### src/rtl/core/lmsm_pkg.sv
// Shared types, codes and helpers for the link master state machine.
package lmsm_pkg;

    // Link state, one-hot encoded.
    typedef enum logic [3:0] {
        ST_IDLE  = 4'b0001,
        ST_PROBE = 4'b0010,
        ST_GRANT = 4'b0100,
        ST_EST   = 4'b1000
    } link_state_t;

    // Binary state codes as they appear on the result stream.
    localparam logic [1:0] CODE_IDLE  = 2'd0;
    localparam logic [1:0] CODE_PROBE = 2'd1;
    localparam logic [1:0] CODE_GRANT = 2'd2;
    localparam logic [1:0] CODE_EST   = 2'd3;

    // Request kinds carried in the input tuser.
    typedef enum logic [1:0] {
        KIND_FRAME = 2'd0,
        KIND_START = 2'd1,
        KIND_GDLV  = 2'd2,
        KIND_LOST  = 2'd3
    } req_kind_t;

    // Received frame types; the two remaining codes are unknown frames.
    localparam logic [2:0] FT_FILLER = 3'd0;
    localparam logic [2:0] FT_JOIN   = 3'd1;
    localparam logic [2:0] FT_CONFIG = 3'd2;
    localparam logic [2:0] FT_UNI    = 3'd3;
    localparam logic [2:0] FT_HBEAT  = 3'd4;
    localparam logic [2:0] FT_BYE    = 3'd5;

    // Protocol events after frame sorting.
    typedef enum logic [3:0] {
        EV_KICK  = 4'd0,
        EV_PRES  = 4'd1,
        EV_JNEW  = 4'd2,
        EV_JSAME = 4'd3,
        EV_CFG   = 4'd4,
        EV_CFGE  = 4'd5,
        EV_ACC   = 4'd6,
        EV_ACCE  = 4'd7,
        EV_BYE   = 4'd8,
        EV_GDLV  = 4'd9,
        EV_LOST  = 4'd10
    } link_event_t;

    // Drop reasons.
    typedef enum logic [1:0] {
        DR_NONE = 2'd0,
        DR_BYE  = 2'd1,
        DR_MAC  = 2'd2,
        DR_GONE = 2'd3
    } drop_reason_t;

    // Outcome of one edge of the link state machine.
    typedef struct packed {
        link_state_t  next_state;
        logic         entry_action;
        drop_reason_t drop_reason;
        logic         report;
    } edge_result_t;

    // Map a one-hot state to its binary code.
    function automatic logic [1:0] state_code(input link_state_t s);
        logic [1:0] code;
        begin
            unique case (s)
                ST_IDLE:  code = CODE_IDLE;
                ST_PROBE: code = CODE_PROBE;
                ST_GRANT: code = CODE_GRANT;
                ST_EST:   code = CODE_EST;
                default:  code = CODE_IDLE;
            endcase
            return code;
        end
    endfunction

endpackage

### src/rtl/core/link_master_state_machine.sv
// Top level of the link master state machine: input register, sort, edge, result register.
// A request held in the input register is processed at the next edge that finds the result
// register free or being drained, and its result is then offered from the result register.
// Throughput: one request per cycle while m_tready is high; input and result registers are
// refilled in the same cycle, and the link state register is the only loop.
// Reset: rst_n clears both valid flags and puts the link state in idle.
module link_master_state_machine (
    input  logic       clk,
    input  logic       rst_n,
    input  logic       s_tvalid,
    output logic       s_tready,
    input  logic [7:0] s_tdata,  // rx_type[2:0], has_block[3], same_box_flag[4],
                                 // grant_done[5], zero[7:6]
    input  logic [1:0] s_tuser,  // kind[1:0]
    output logic       m_tvalid,
    input  logic       m_tready,
    output logic [7:0] m_tdata   // state_out[1:0], entry_action[2], drop_reason[4:3],
                                 // transition_report[5], zero[7:6]
);

    logic                   in_valid_reg;
    logic                   in_valid_next;
    logic [1:0]             in_kind_reg;
    logic [5:0]             in_data_reg;
    logic                   out_valid_reg;
    logic                   out_valid_next;
    logic [5:0]             out_data_reg;
    logic                   in_take;
    logic                   advance;
    lmsm_pkg::link_event_t  ev;
    lmsm_pkg::edge_result_t res;
    lmsm_pkg::link_state_t  cur_state;

    // Handshake: a request moves on when the result register is free or being drained.
    assign advance  = in_valid_reg && (!out_valid_reg || m_tready);
    assign s_tready = !in_valid_reg || advance;
    assign in_take  = s_tvalid && s_tready;

    // Input register.
    assign in_valid_next = in_take || (in_valid_reg && !advance);

    always_ff @(posedge clk or negedge rst_n)
    begin
        if (!rst_n)
            in_valid_reg <= 1'b0;
        else
            in_valid_reg <= in_valid_next;
    end

    always_ff @(posedge clk)
    begin
        if (in_take)
        begin
            in_kind_reg <= s_tuser;
            in_data_reg <= s_tdata[5:0];
        end
    end

    // Frame sorting.
    lmsm_classify u_classify (
        .kind          (lmsm_pkg::req_kind_t'(in_kind_reg)),
        .rx_type       (in_data_reg[2:0]),
        .has_block     (in_data_reg[3]),
        .same_box_flag (in_data_reg[4]),
        .grant_done    (in_data_reg[5]),
        .ev            (ev)
    );

    // Edge table and link state.
    lmsm_edge u_edge (
        .clk   (clk),
        .rst_n (rst_n),
        .step  (advance),
        .ev    (ev),
        .res   (res),
        .state (cur_state)
    );

    // Result register.
    assign out_valid_next = advance || (out_valid_reg && !m_tready);

    always_ff @(posedge clk or negedge rst_n)
    begin
        if (!rst_n)
            out_valid_reg <= 1'b0;
        else
            out_valid_reg <= out_valid_next;
    end

    always_ff @(posedge clk)
    begin
        if (advance)
            out_data_reg <= {res.report, res.drop_reason, res.entry_action,
                             lmsm_pkg::state_code(res.next_state)};
    end

    assign m_tvalid = out_valid_reg;
    assign m_tdata  = {2'b00, out_data_reg};

    // A reported transition always runs the entry action.
    a_report_entry: assert property (@(posedge clk) disable iff (!rst_n)
        m_tvalid && m_tdata[5] |-> m_tdata[2])
        else $error("transition reported without entry action");

    // A drop always comes with the entry action.
    a_drop_entry: assert property (@(posedge clk) disable iff (!rst_n)
        m_tvalid && (m_tdata[4:3] != 2'd0) |-> m_tdata[2])
        else $error("drop reason without entry action");

    // The newest result carries the state now held in the state register.
    a_state_match: assert property (@(posedge clk) disable iff (!rst_n)
        advance |=> out_data_reg[1:0] == lmsm_pkg::state_code(cur_state))
        else $error("result state differs from link state");

    // The input side only stalls while a request is held.
    a_stall_held: assert property (@(posedge clk) disable iff (!rst_n)
        !s_tready |-> in_valid_reg && out_valid_reg)
        else $error("input stalled with no request held");

endmodule

### src/rtl/core/lmsm_classify.sv
// Sorts one incoming request into a protocol event.
module lmsm_classify (
    input  lmsm_pkg::req_kind_t   kind,
    input  logic [2:0]            rx_type,
    input  logic                  has_block,
    input  logic                  same_box_flag,
    input  logic                  grant_done,
    output lmsm_pkg::link_event_t ev
);

    lmsm_pkg::link_event_t frame_ev;

    // Frame sorting; unknown frame types count as presence.
    always_comb
    begin
        unique case (rx_type)
            lmsm_pkg::FT_JOIN:
            begin
                if (!has_block)
                    frame_ev = lmsm_pkg::EV_PRES;
                else if (same_box_flag)
                    frame_ev = lmsm_pkg::EV_JSAME;
                else
                    frame_ev = lmsm_pkg::EV_JNEW;
            end
            lmsm_pkg::FT_CONFIG:
                frame_ev = grant_done ? lmsm_pkg::EV_CFG : lmsm_pkg::EV_CFGE;
            lmsm_pkg::FT_UNI, lmsm_pkg::FT_HBEAT:
                frame_ev = grant_done ? lmsm_pkg::EV_ACC : lmsm_pkg::EV_ACCE;
            lmsm_pkg::FT_BYE:
                frame_ev = lmsm_pkg::EV_BYE;
            default:
                frame_ev = lmsm_pkg::EV_PRES;
        endcase
    end

    // Non-frame requests map directly to their event.
    always_comb
    begin
        unique case (kind)
            lmsm_pkg::KIND_FRAME: ev = frame_ev;
            lmsm_pkg::KIND_START: ev = lmsm_pkg::EV_KICK;
            lmsm_pkg::KIND_GDLV:  ev = lmsm_pkg::EV_GDLV;
            lmsm_pkg::KIND_LOST:  ev = lmsm_pkg::EV_LOST;
            default:              ev = lmsm_pkg::EV_LOST;
        endcase
    end

endmodule

### src/rtl/core/lmsm_edge.sv
// Link state register and the edge table that advances it.
module lmsm_edge (
    input  logic                   clk,
    input  logic                   rst_n,
    input  logic                   step,
    input  lmsm_pkg::link_event_t  ev,
    output lmsm_pkg::edge_result_t res,
    output lmsm_pkg::link_state_t  state
);

    lmsm_pkg::link_state_t state_reg;
    lmsm_pkg::link_state_t state_next;

    // Edge table: by default the state holds with no action.
    always_comb
    begin
        res.next_state   = state_reg;
        res.entry_action = 1'b0;
        res.drop_reason  = lmsm_pkg::DR_NONE;
        res.report       = 1'b0;
        unique case (state_reg)
            lmsm_pkg::ST_IDLE:
            begin
                // Start enters probing but is not reported.
                if (ev == lmsm_pkg::EV_KICK)
                begin
                    res.next_state   = lmsm_pkg::ST_PROBE;
                    res.entry_action = 1'b1;
                end
            end
            lmsm_pkg::ST_PROBE:
            begin
                // Any joining box or a config moves on to granting.
                if (ev == lmsm_pkg::EV_JNEW || ev == lmsm_pkg::EV_JSAME ||
                    ev == lmsm_pkg::EV_CFG || ev == lmsm_pkg::EV_CFGE)
                begin
                    res.next_state   = lmsm_pkg::ST_GRANT;
                    res.entry_action = 1'b1;
                    res.report       = 1'b1;
                end
            end
            lmsm_pkg::ST_GRANT:
            begin
                if (ev == lmsm_pkg::EV_JNEW)
                begin
                    // A new box restarts the grant.
                    res.next_state   = lmsm_pkg::ST_GRANT;
                    res.entry_action = 1'b1;
                    res.report       = 1'b1;
                end
                else if (ev == lmsm_pkg::EV_CFG || ev == lmsm_pkg::EV_ACC ||
                         ev == lmsm_pkg::EV_GDLV)
                begin
                    res.next_state   = lmsm_pkg::ST_EST;
                    res.entry_action = 1'b1;
                    res.report       = 1'b1;
                end
                else if (ev == lmsm_pkg::EV_BYE)
                begin
                    res.next_state   = lmsm_pkg::ST_PROBE;
                    res.entry_action = 1'b1;
                    res.drop_reason  = lmsm_pkg::DR_BYE;
                    res.report       = 1'b1;
                end
            end
            lmsm_pkg::ST_EST:
            begin
                if (ev == lmsm_pkg::EV_JNEW)
                begin
                    res.next_state   = lmsm_pkg::ST_GRANT;
                    res.entry_action = 1'b1;
                    res.drop_reason  = lmsm_pkg::DR_MAC;
                    res.report       = 1'b1;
                end
                else if (ev == lmsm_pkg::EV_BYE)
                begin
                    res.next_state   = lmsm_pkg::ST_PROBE;
                    res.entry_action = 1'b1;
                    res.drop_reason  = lmsm_pkg::DR_BYE;
                    res.report       = 1'b1;
                end
                else if (ev == lmsm_pkg::EV_LOST)
                begin
                    res.next_state   = lmsm_pkg::ST_PROBE;
                    res.entry_action = 1'b1;
                    res.drop_reason  = lmsm_pkg::DR_GONE;
                    res.report       = 1'b1;
                end
            end
            default:
                res.next_state = lmsm_pkg::ST_IDLE;
        endcase
    end

    // State advances only when a request is processed.
    assign state_next = step ? res.next_state : state_reg;

    always_ff @(posedge clk or negedge rst_n)
    begin
        if (!rst_n)
            state_reg <= lmsm_pkg::ST_IDLE;
        else
            state_reg <= state_next;
    end

    assign state = state_reg;

endmodule

### config.mk
export PLATFORM = sky130hd
export DESIGN_NAME = link_master_state_machine
export DESIGN_NICKNAME = d
export VERILOG_FILES = /design/src/rtl/core/lmsm_pkg.sv /design/src/rtl/core/link_master_state_machine.sv /design/src/rtl/core/lmsm_classify.sv /design/src/rtl/core/lmsm_edge.sv
export SDC_FILE = /design/constraint.sdc
export NUM_CORES = 1
export LEC_CHECK = 0
export ABC_AREA = 1
export BUFFER_PORTS_ARGS = -buffer_cell sky130_fd_sc_hd__clkbuf_2
export CORE_UTILIZATION = 50
export CTS_BUF_LIST = sky130_fd_sc_hd__clkbuf_4
export CTS_CLUSTER_DIAMETER = 120
export DETAILED_ROUTE_END_ITERATION = 8
export PLACE_DENSITY_LB_ADDON = 0.08
export SYNTH_ARGS = -nofsm -noshare
export SYNTH_HDL_FRONTEND = slang
export SYNTH_SLANG_ARGS = --single-unit
### constraint.sdc
create_clock -name clk -period 2.15 [get_ports clk]
set_clock_uncertainty 0.15 [all_clocks]
set_input_delay 0.1075 -clock clk [delete_from_list [all_inputs] [get_ports clk]]
set_output_delay 0.1075 -clock clk [all_outputs]
set_load 0.03 [all_outputs]
* Word level (Yosys, flattened, before mapping)
Index checks and enable logic that the tools add are counted.
** Cells by class
- Reductions and logical operators :: 20
- Bitwise logic cells :: 0
- $lt $le $gt $ge :: 0
- Multiplexer cells :: 24
- Shift operators :: 0
- Div/mod/pow operators :: 0
- Eq/ne operators :: 23
- $mul :: 0
- Add/sub/neg operators :: 0
** Operators with widths (count)
- 4-bit one-hot mux with 4 select lines :: 3
- 8-bit two-way mux :: 4
- 4-bit by 3-bit equality test with 1-bit output (second input constant) :: 5
- 4-bit equality test (second input constant) :: 5
- 5-bit two-way mux :: 4
- 4-bit by 2-bit equality test with 1-bit output (second input constant) :: 4
- 1-bit logical OR :: 9
- 3-bit by 2-bit equality test with 1-bit output (second input constant) :: 2
- 3-bit equality test (second input constant) :: 2
- 1-bit two-way mux :: 6
- 2-bit one-hot mux with 3 select lines :: 1
- 2-bit equality test (second input constant) :: 2
- 4-bit by 1-bit equality test with 1-bit output (second input constant) :: 1
- 1-bit logical AND :: 4
- 1-bit zero test :: 4
- 4-bit zero test :: 1
- 2-bit two-way mux :: 2
- 4-bit two-way mux :: 1
- 1-bit one-hot mux with 4 select lines :: 1
- 2-bit one-hot mux with 2 select lines :: 1
- 3-bit by 1-bit equality test with 1-bit output (second input constant) :: 1
- 1-bit one-hot mux with 3 select lines :: 1
- 2-bit by 1-bit equality test with 1-bit output (second input constant) :: 1
- 2-bit zero test :: 1
- 2-bit OR reduction :: 1
** Word-level totals
- Register bits after elaboration :: 20
- Bits in latches :: 0
- Memories kept :: 0
- Output and inout bits :: 10
- RAM bits :: 0
- Word-level logic and storage cells :: 73
- Bits in read-only memories :: 0

* Logic depth before layout (Yosys ltp)
Gate-level depths: netlist of run 1.
- Depth after elaboration :: 12
- Gate-level depth with buffers :: 13

* Cells and area by module
From an unflattened synthesis of run 1, not the netlist that was laid out.
** Unflattened totals
- Cell total of the unflattened synthesis :: 154
- Area total of the unflattened synthesis :: 1188.6 um2
** By module, submodules not included
- link_master_state_machine :: cells an instance 39, area an instance 571.8 um2, times used 1
- lmsm_edge :: cells an instance 88, area an instance 490.5 um2, times used 1
- lmsm_classify :: cells an instance 27, area an instance 126.4 um2, times used 1

* Worst setup path after synthesis of run 1
OpenSTA, ideal clock, no wires.
- Path kind :: flip-flop to flip-flop
- Start :: register in_data_reg[1]
- End :: register out_data_reg[0], data pin
- Setup time :: 259 ps
- Path buffers :: 0
- Arrival :: 1409 ps
- Period minus slack after synthesis :: 1819 ps
- Required time :: 1741 ps
- Cell stages (with the launch flop) :: 12
- Slack :: 331 ps
- Cells stage by stage :: edfxtp_1 > inv_2 > nand2_2 > o21ai_2 > nand2_1 > nand3_2 > nand2_2 > nand2_2 > o21ai_0 > nand2_1 > nand2_2 > or2_1
** Between the ends
- Cells in the longest elaborated chain, start to end :: 12
- Elaborated cells between the ends (all ways) :: 35
- Classes of those cells :: 16 x eq/ne; 12 x mux; 7 x reduce/logical
** Ends and longest elaborated chain
- start: declaration :: RTL line link_master_state_machine.sv:24 : logic [5:0] in_data_reg;
- start signal: assignment :: RTL line link_master_state_machine.sv:55 : in_data_reg <= s_tdata[5:0];
- 3-bit by 2-bit equality test with 1-bit output or 3-bit equality test (tied branches) :: RTL line lmsm_classify.sv:16 : unique case (rx_type)
- 2-bit OR reduction :: RTL line lmsm_classify.sv:16
- 4-bit one-hot mux with 4 select lines (*) :: RTL line lmsm_classify.sv:16
- 4-bit one-hot mux with 4 select lines (*) :: RTL line lmsm_classify.sv:40 : unique case (kind)
- 4-bit by 3-bit equality test with 1-bit output (tied with other cells) :: RTL line lmsm_edge.sv:35, lmsm_edge.sv:51
- 1-bit logical OR, on equally long branches (2 in series) :: RTL line lmsm_edge.sv:51, lmsm_edge.sv:34
- 5-bit two-way mux or 1-bit logical OR (tied branches) :: RTL line lmsm_edge.sv:51, lmsm_edge.sv:35
- 5-bit two-way mux, on equally long branches :: RTL line lmsm_edge.sv:44, lmsm_edge.sv:34
- 4-bit one-hot mux with 4 select lines (*) :: RTL line lmsm_edge.sv:21 : unique case (state_reg)
- 4-bit equality test (tied with other cells) :: RTL line lmsm_pkg.sv:69 : unique case (s)
- 2-bit one-hot mux with 3 select lines (*) :: RTL line lmsm_pkg.sv:69
- end signal: assignment :: RTL line link_master_state_machine.sv:93 : out_data_reg <= {res.report, res.drop_reason, res.entry_action,
- end: declaration :: RTL line link_master_state_machine.sv:27 : logic [5:0] out_data_reg;
Mark *: on every way between the ends. The rest lies on a longest branch, timed or not.
A chain may end at the register's enable or synchronous reset.

* Worst setup path in the final report of run 1
Same ends and word-level chain as after synthesis.

==> results of run 1 <==
## path summary, 6_finish.rpt
| check | to | depth (start not counted) |
|---|---|---|
| min in group clk | in_data_reg[5] | 2 |
| min | u_edge.state[0] | 2 |
| min reg2reg | m_tvalid | 2 |
| max reg2reg | out_data_reg[0] | 11 |
| max in group asynchronous | u_edge.state[1] | 3 |
| max | out_data_reg[0] | 11 |
## cells by family after synthesis
group | count (synthesis)
buffers and inverters | 22
AND/OR/NAND/NOR | 70
AO/OA/AOI/OAI | 11
flip-flops | 20
other | 1
## per-stage QoR
step           instance area, µm²  hold slack, ps  setup slack [ps]  utilization [%]  setup TNS (ps)
6_report                     1420             136               133             69.4               0
3_3_place_gp                 1240            -213               214             61.0               0
4_1_cts                      1400             137               155             68.6               0
3_5_place_dp                 1240            -209               146             61.0               0
2_1_floorplan                1120            -338               331                -               0
5_1_grt                      1420             136             -8.77             69.4           -8.77
## cell usage in the layout, fill, tap and decap left out, types with 3 or more instances in the layout
cell,netlist,layout
edfxtp_1,14,14
dfrtp_1,5,5
nand2_2,6,6
buf_4,2,3
nor2_1,12,12
dlygate4sd3_1,0,13
nand2_1,27,27
inv_2,5,5
o21ai_0,3,3
nand3_1,10,10
clkbuf_2,0,19
nand4_1,3,3
inv_1,15,15
clkbuf_4,0,3
## power by group through the flow
stage / clock, µW / combinational (µW) / sequential (µW)
floorplan: 0 / 108 / 500
global placement: 0 / 168 / 479
detailed placement: 0 / 170 / 481
CTS: 177 / 189 / 473
global route: 198 / 214 / 475
finish: 182 / 194 / 473
## worst register-to-register path, stage by stage, from the launching register on
cell      delay (ps)
edfxtp_1         480
inv_2            100
nand2_2           80
o21ai_2          150
nand2_1           80
nand3_2           90
nand2_2           90
nand2_2           80
o21ai_0          100
nand2_1          110
nand2_2           60
or2_1            220
## repair_timing
action,in CTS,in global routing
setup buffers,0,2
endpoints found under the hold margin,16,0
endpoints found under the setup margin,0,1
hold buffers,13,0
resized for setup,0,0
## area by class of cell
cell class	instances	area, µm²
timing repair buffer	35	248
fill	163	626
clock inverter	1	3.75
tap	27	33.8
multi-input combinational	83	462
inverter	20	75.1
sequential	20	572
clock buffer	3	22.5
## metal layers
layer,vias to the layer above,GRT usage [%]
li1,478,-
met1,421,25.0
met4,0,9.31
met3,5,5.30
met2,29,36.1
met5,-,0
==> run summary, run 1 <==
status - complete, no violations
final HPWL from detailed placement - 1490 µm
total wire length - 2190 µm
max_cap viols - 0
Data required, critical path - 2070 ps
Die Ht - 49.3 µm
largest net degree at the start of global routing - 13
area grow syn2layout - 26.5%
CP startpoint - in_data_reg[1]
Post-synth top cells - nand2_1 (27), inv_1 (15), edfxtp_1 (14)
most common cell in the synthesized netlist - nand2_1
R2R setup slack - 130 ps
antenna viol nets, final - 0
Peak VDD IR - 407 µV
yosys synthesis warning count - 0
fmax - 496 MHz
EDFF count, synth - 14
DR pass1 iterations - 4
core region area - 2040 µm²
routed len/inst - 11.6 µm
Port Buf Inserts - 19
Cell Area, Synth - 1120 µm²
Most used DFF post-synth - edfxtp_1
Vias - 933
global placer's final weighted congestion - 0.881
Cell Rows - 16
Clock Tree Root - clkbuf_4
worst path cell trace - inv_2 -> nand2_2 -> o21ai_2 -> nand2_1 -> nand3_2 -> nand2_2 -> nand2_2 -> o21ai_0 -> nand2_1 -> nand2_2 -> or2_1
IO Count - 24
leakage - 0.000678 µW
r2r startpoint - in_data_reg[1]
clk sink count - 20
max incr delay on CP - 480 ps
Simple-Gate Fraction of Synth Area - 33.3%
CTS tree - yes
Initial Utilization - 54.8%
WL met1 - 914 µm
Final Non-Filler Cells - 189
share of layout cells above drive strength 1 - 29.0%
crit-path most repeated cell - nand2_2
die width - 49.3 µm
final hold vios - 0
Final #Nets - 177
dpl cells - 170
Clock Path Buffers - 2
met2 WL - 1130 µm
vias per inst - 4.94
XOR/XNOR share of the synthesized area - 0%
asr flop ratio synth - 30.0%
cts bufs inserted - 3
H-Tree Level Count - 1
CP top delay family - simple AND/OR/NAND/NOR gates
initial antenna violation count - 0
fin crit share - 93.8%
DRC Markers - 0
GRT Util Overall - 21.2%
CP endpoint kind - register
CP bufs+invs - 1
global-route wire length before repair - 3870 µm
Slowest-stage cell, CP - edfxtp_1
Yosys top cell by area - edfxtp_1
clock power share - 21.5%
top post-synthesis cells by area - edfxtp_1 (38%), dfrtp_1 (11%), nand2_1 (9.1%)
clk_lat worst skew - 310 ps
Syn Area/Cell - 9.03 µm²
min Tclk post-route - 2020 ps
Sw Pwr - 258 µW
#FFs+latches synth - 20
worst path arrival time - 1940 ps
Synth cell types - 28
post-synth top area share - 37.5%
crit-path max FO - 5
Synth Area in Compound Gates - 7.26%
vias in the first global route - 913
worst hold path class - in -> async
global route overflow - 0
register area share after synthesis - 51.1%
DRC marker count from the first detailed-route iteration - 11
Slew Viols, Final - 0
multiplexer area fraction after synthesis - 0%
switching share of power - 30.4%
Top Layer Used - met4
cell internal pwr - 590 µW
total power - 848 µW
Final setup violation count - 0
Reg power frac - 55.7%
Clk pin slew, worst setup/hold paths - 110 ps
adder-cell share of the synthesized area - 0%
Power Dens Cells - 599 nW/µm²
Antenna Cells - 0
Mapped Cells - 124
critical path type - reg -> reg
die area - 2430 µm²
combinational power share - 22.8%
nature of the critical path startpoint - register
routed length on met3 - 108 µm
main combinational cell family by area after synthesis - simple AND/OR/NAND/NOR gates
Power figures use the tool's default switching activity.
==> run 2: changes to the inputs <==
--- a/config.mk
+++ b/config.mk
@@ -5,7 +5,6 @@
 export SDC_FILE = /design/constraint.sdc
 export NUM_CORES = 1
 export LEC_CHECK = 0
-export ABC_AREA = 1
 export BUFFER_PORTS_ARGS = -buffer_cell sky130_fd_sc_hd__clkbuf_2
 export CORE_UTILIZATION = 50
 export CTS_BUF_LIST = sky130_fd_sc_hd__clkbuf_4
==> run 2 against run 1 <==
Net effect:
- clock-buffer cell count stayed put
- worst setup slack gained 25 ps
- critical path type unchanged
- routed wire length fell by 2.1%
- sequential power up 2%
- non-clock buffer count is 1 higher
- core utilization fell by 0.43 points
==> run summary, run 2 <==
Clock Path Buffers - 2
IO Count - 24
cts bufs inserted - 3
Antenna Cells - 0
R2R setup slack - 160 ps
Initial Utilization - 55.0%
Cell Rows - 16
routed len/inst - 13.1 µm
Syn Area/Cell - 11.0 µm²
H-Tree Level Count - 1
register area share after synthesis - 50.9%
CP endpoint kind - register
Clk pin slew, worst setup/hold paths - 100 ps
Peak VDD IR - 486 µV
CTS tree - yes
EDFF count, synth - 14
crit-path max FO - 7
worst hold path class - in -> async
RSZ-0062 raised after global routing - false
Filler cells - 161
largest net degree at the start of global routing - 14
Data required, critical path - 2210 ps
status - complete, no violations
Yosys top cell by area - edfxtp_1
#FFs+latches synth - 20
Slew Viols, Final - 0
share of layout cells above drive strength 1 - 24.3%
most common cell in the synthesized netlist - edfxtp_1
post-route cell area - 1410 µm²
Vias - 922
DRC Markers - 0
max_cap viols - 0
Port Buf Inserts - 19
global placer's final weighted congestion - 0.819
combined area of the multi-input logic cells - 508 µm²
worst path arrival time - 2060 ps
hold_ws - 15.4 ps
antenna viol nets, final - 0
yosys synthesis warning count - 0
total power - 837 µW
final HPWL from detailed placement - 1510 µm
asr flop ratio synth - 30.0%
core region area - 2040 µm²
DRC marker count from the first detailed-route iteration - 25
min Tclk post-route - 1990 ps
Mapped Cells - 102
clk_lat worst skew - 300 ps
DR pass1 iterations - 4
die area - 2440 µm²
Clock Tree Root - clkbuf_4
FF+latch area - 572 µm²
final hold vios - 0
R2R depth - 5
die width - 49.4 µm
postcts setup bufs - 0
top post-synthesis cells by area - edfxtp_1 (37%), dfrtp_1 (11%), nand2b_1 (2.8%)
clk sink count - 20
placed inst area - 1250 µm²
vias per inst - 5.66
fin crit share - 92.7%
leading cell type in the layout, fill and taps excluded - clkbuf_2
nature of the critical path startpoint - register
Most used DFF post-synth - edfxtp_1
post-synth top area share - 37.5%
Synth cell types - 43
Power Dens Cells - 595 nW/µm²
Cell Area, Synth - 1120 µm²
leakage - 0.000587 µW
commonest cells after routing, fill and taps aside - clkbuf_2 (19), edfxtp_1 (14), dlygate4sd3_1 (12)
critical path type - reg -> reg
Final setup violation count - 0
vias in the first global route - 869
Post-synth top cells - edfxtp_1 (14), nand2_1 (6)
fmax - 502 MHz
total wire length - 2140 µm
area grow syn2layout - 25.4%
global route overflow - 0
initial antenna violation count - 0
GRT Util Overall - 20.8%
Final #Nets - 151
Die Ht - 49.4 µm
global-route wire length before repair - 3760 µm
setup TNS - 0 ps
## run 2: per-layer routing
| layer | track usage (%) | wire length (µm) |
|---|---|---|
| met5 | 0 | 0 |
| met4 | 11.0 | 55 |
| met3 | 4.36 | 158 |
| met2 | 35.4 | 1040 |
| met1 | 24.4 | 893 |
## run 2: path summary, 6_finish.rpt
kind | startpoint | to
worst max-delay path | u_edge.state[1] | u_edge.state[3]
worst min-delay path | rst_n | u_edge.state[3]
worst max register to register | u_edge.state[1] | u_edge.state[3]
worst min register to register | in_valid_reg | m_tvalid
max in group asynchronous | rst_n | u_edge.state[0]
min in group clk | in_valid_reg | m_tvalid
## run 2: logic make-up after synthesis
kind of cell              after synthesis  synth area share (%)
muxes                                   1                  1.00
AOI/OAI and AO/OA                      26                  16.8
DFF                                    20                  50.9
buffers and inverters                  11                  4.68
xor gates and xnor gates                1                 0.781
other                                   1                 0.334
and+or+nand+nor                        42                  25.4
## run 2: cell type report
cell class	instances	share of cell area [%]
multi-input combinational	72	36.1
inverter	4	1.07
clock inverter	1	0.267
tap	27	2.40
sequential	20	40.6
clock buffer	3	1.60
timing repair buffer	36	18.0
## run 2: power breakdown
part           internal, µW  switching (µW)  leakage (µW)
Combinational          80.5            96.3      0.000362
Sequential              452            29.8      0.000210
Clock                  67.7             111     0.0000154
## run 2: through the flow
| stage | setup WS, ps | util (%) | cells |
|---|---|---|---|
| finish | 158 | 68.9 | 163 |
| global route | 32.0 | 68.9 | 163 |
| CTS | 158 | 68.6 | 163 |
| detailed placement | 165 | 61.5 | 147 |
| global placement | 185 | 61.5 | 147 |
| floorplan | 293 | - | 103 |
## run 2: critical path, stage by stage, from the launching register on
cell	delay (ps)
dfrtp_1	460
or4b_1	610
nor3_1	250
a211oi_1	90
buf_4	150
o31ai_1	200
## run 2: what timing repair did
action	4_1_cts	5_1_grt
endpoints found under the hold margin	16	0
hold buffers	12	0
resized for setup	0	1
endpoints found under the setup margin	0	3
==> run 3: changes to the inputs <==
--- a/config.mk
+++ b/config.mk
@@ -7,10 +7,10 @@
 export LEC_CHECK = 0
 export BUFFER_PORTS_ARGS = -buffer_cell sky130_fd_sc_hd__clkbuf_2
 export CORE_UTILIZATION = 50
-export CTS_BUF_LIST = sky130_fd_sc_hd__clkbuf_4
+export CTS_BUF_LIST = sky130_fd_sc_hd__clkbuf_2 sky130_fd_sc_hd__clkbuf_4 sky130_fd_sc_hd__clkbuf_8
 export CTS_CLUSTER_DIAMETER = 120
 export DETAILED_ROUTE_END_ITERATION = 8
-export PLACE_DENSITY_LB_ADDON = 0.08
+export PLACE_DENSITY = 0.75
 export SYNTH_ARGS = -nofsm -noshare
 export SYNTH_HDL_FRONTEND = slang
 export SYNTH_SLANG_ARGS = --single-unit
==> run 3 against run 2 <==
Net effect:
- combinational power hardly changed
- clock-buffer cell count is 1 higher
- core utilization is 0.18 points lower
- worst hold slack better by 6.0 ps
- sequential share of layout area is 0.11 points higher
- clock power is 11% higher
- critical endpoint is now out_data_reg[1]
- sequential cell count stayed put
- final area is 0.27% lower
- fmax is 3.7% lower
- global-route usage is 0.32 points lower
==> run summary, run 3 (synthesis gave the netlist of run 2 again) <==
worst path arrival time - 1960 ps
GRT Util Overall - 20.5%
worst hold path class - in -> async
placed inst area - 1250 µm²
die width - 49.4 µm
Place WS - 58.8 ps
global placer's final weighted congestion - 0.861
status - complete, no violations
total power - 858 µW
Clock Tree Root - clkbuf_4
fin crit share - 96.3%
min Tclk post-route - 2070 ps
RSZ-0062 raised after global routing - false
leakage - 0.000586 µW
Slew Viols, Final - 0
Port Buf Inserts - 19
Clk pin slew, worst setup/hold paths - 120 ps
fin worst setup slack - 80.6 ps
Final #Nets - 150
Vias - 900
crit-path max FO - 11
commonest cells after routing, fill and taps aside - clkbuf_2 (19), edfxtp_1 (14), dlygate4sd3_1 (12)
Antenna Cells - 0
nature of the critical path startpoint - register
CP endpoint kind - register
total wire length - 2210 µm
vias in the first global route - 952
global route overflow - 0
initial antenna violation count - 0
postcts setup bufs - 0
Clock Path Buffers - 2
final hold vios - 0
DRC marker count from the first detailed-route iteration - 27
Final Non-Filler Cells - 162
Data required, critical path - 2050 ps
Final setup violation count - 0
Power Dens Cells - 611 nW/µm²
antenna viol nets, final - 0
setup TNS - 0 ps
vias per inst - 5.56
leading cell type in the layout, fill and taps excluded - clkbuf_2
IO Count - 24
critical path type - reg -> reg
fmax - 483 MHz
clk_lat worst skew - 300 ps
max_cap viols - 0
Die Ht - 49.4 µm
DRC Markers - 0
CTS tree - yes
share of layout cells above drive strength 1 - 24.4%
post-route cell area - 1400 µm²
area grow syn2layout - 25.1%
H-Tree Level Count - 1
Peak VDD IR - 500 µV
Initial Utilization - 55.0%
global-route wire length before repair - 3740 µm
final HPWL from detailed placement - 1540 µm
routed len/inst - 13.6 µm
Cell Rows - 16
dpl cells - 146
clk sink count - 20
DR pass1 iterations - 4
core region area - 2040 µm²
die area - 2440 µm²
cts bufs inserted - 3
largest net degree at the start of global routing - 14
## run 3: cell types whose count changed in the layout (fill, tap and decap cells not counted)
cell / change
clkinv_1: -1
clkbuf_4: +1
buf_4: -1
## run 3: worst paths after layout
check                               startpoint               to  slack [ps]  depth (start not counted)
worst min-delay path                     rst_n  u_edge.state[1]          20                          2
min in group clk                    s_tdata[5]   in_data_reg[5]         350                          2
worst max-delay path            in_data_reg[2]  out_data_reg[1]          80                          5
worst max register to register  in_data_reg[2]  out_data_reg[1]          80                          5
max in group asynchronous                rst_n  u_edge.state[0]        1600                          2
worst min register to register    in_valid_reg         m_tvalid         380                          1
## run 3: timing repair
| item | CTS | global route |
|---|---|---|
| endpoints found under the hold margin | 16 | 0 |
| hold buffers | 12 | 0 |
| setup endpoints to repair | 0 | 3 |
| resized for setup | 0 | 1 |
## run 3: stage by stage
step / hold slack, ps / utilization, %
after CTS: 18.3 / 68.4
after floorplan: -338 / -
after detailed placement: -206 / 61.1
final: 21.4 / 68.8
after global placement: -212 / 61.1
after global routing: 30.4 / 68.8
## run 3: metal layers
metal	up-vias	wire length (µm)	part of all wire (%)	GRT usage, %
met5	-	0	0	0
met3	2	92	4.2	4.67
met1	422	891	40	20.4
li1	447	-	-	-
met4	0	18	0.82	7.14
met2	29	1200	55	40.4
## run 3: where the power goes
group	switching [µW]	internal, µW	total, µW
sequential	31.2	452	483
combinational	96.7	79.3	176
clock	114	84.8	199
total	242	616	858
## run 3: layout make-up
cell class / count / area [µm²]
sequential: 20 / 572
fill: 166 / 638
multi-input combinational: 72 / 508
inverter: 4 / 15.0
tap: 27 / 33.8
clock buffer: 4 / 30.0
timing repair buffer: 35 / 245
## run 3: critical path, stage by stage, from the launching register on
cell and delay, ps:
edfxtp_1 530, nor4bb_2 480, nor3_1 100, a211oi_1 300, buf_4 190, nand3_1 70
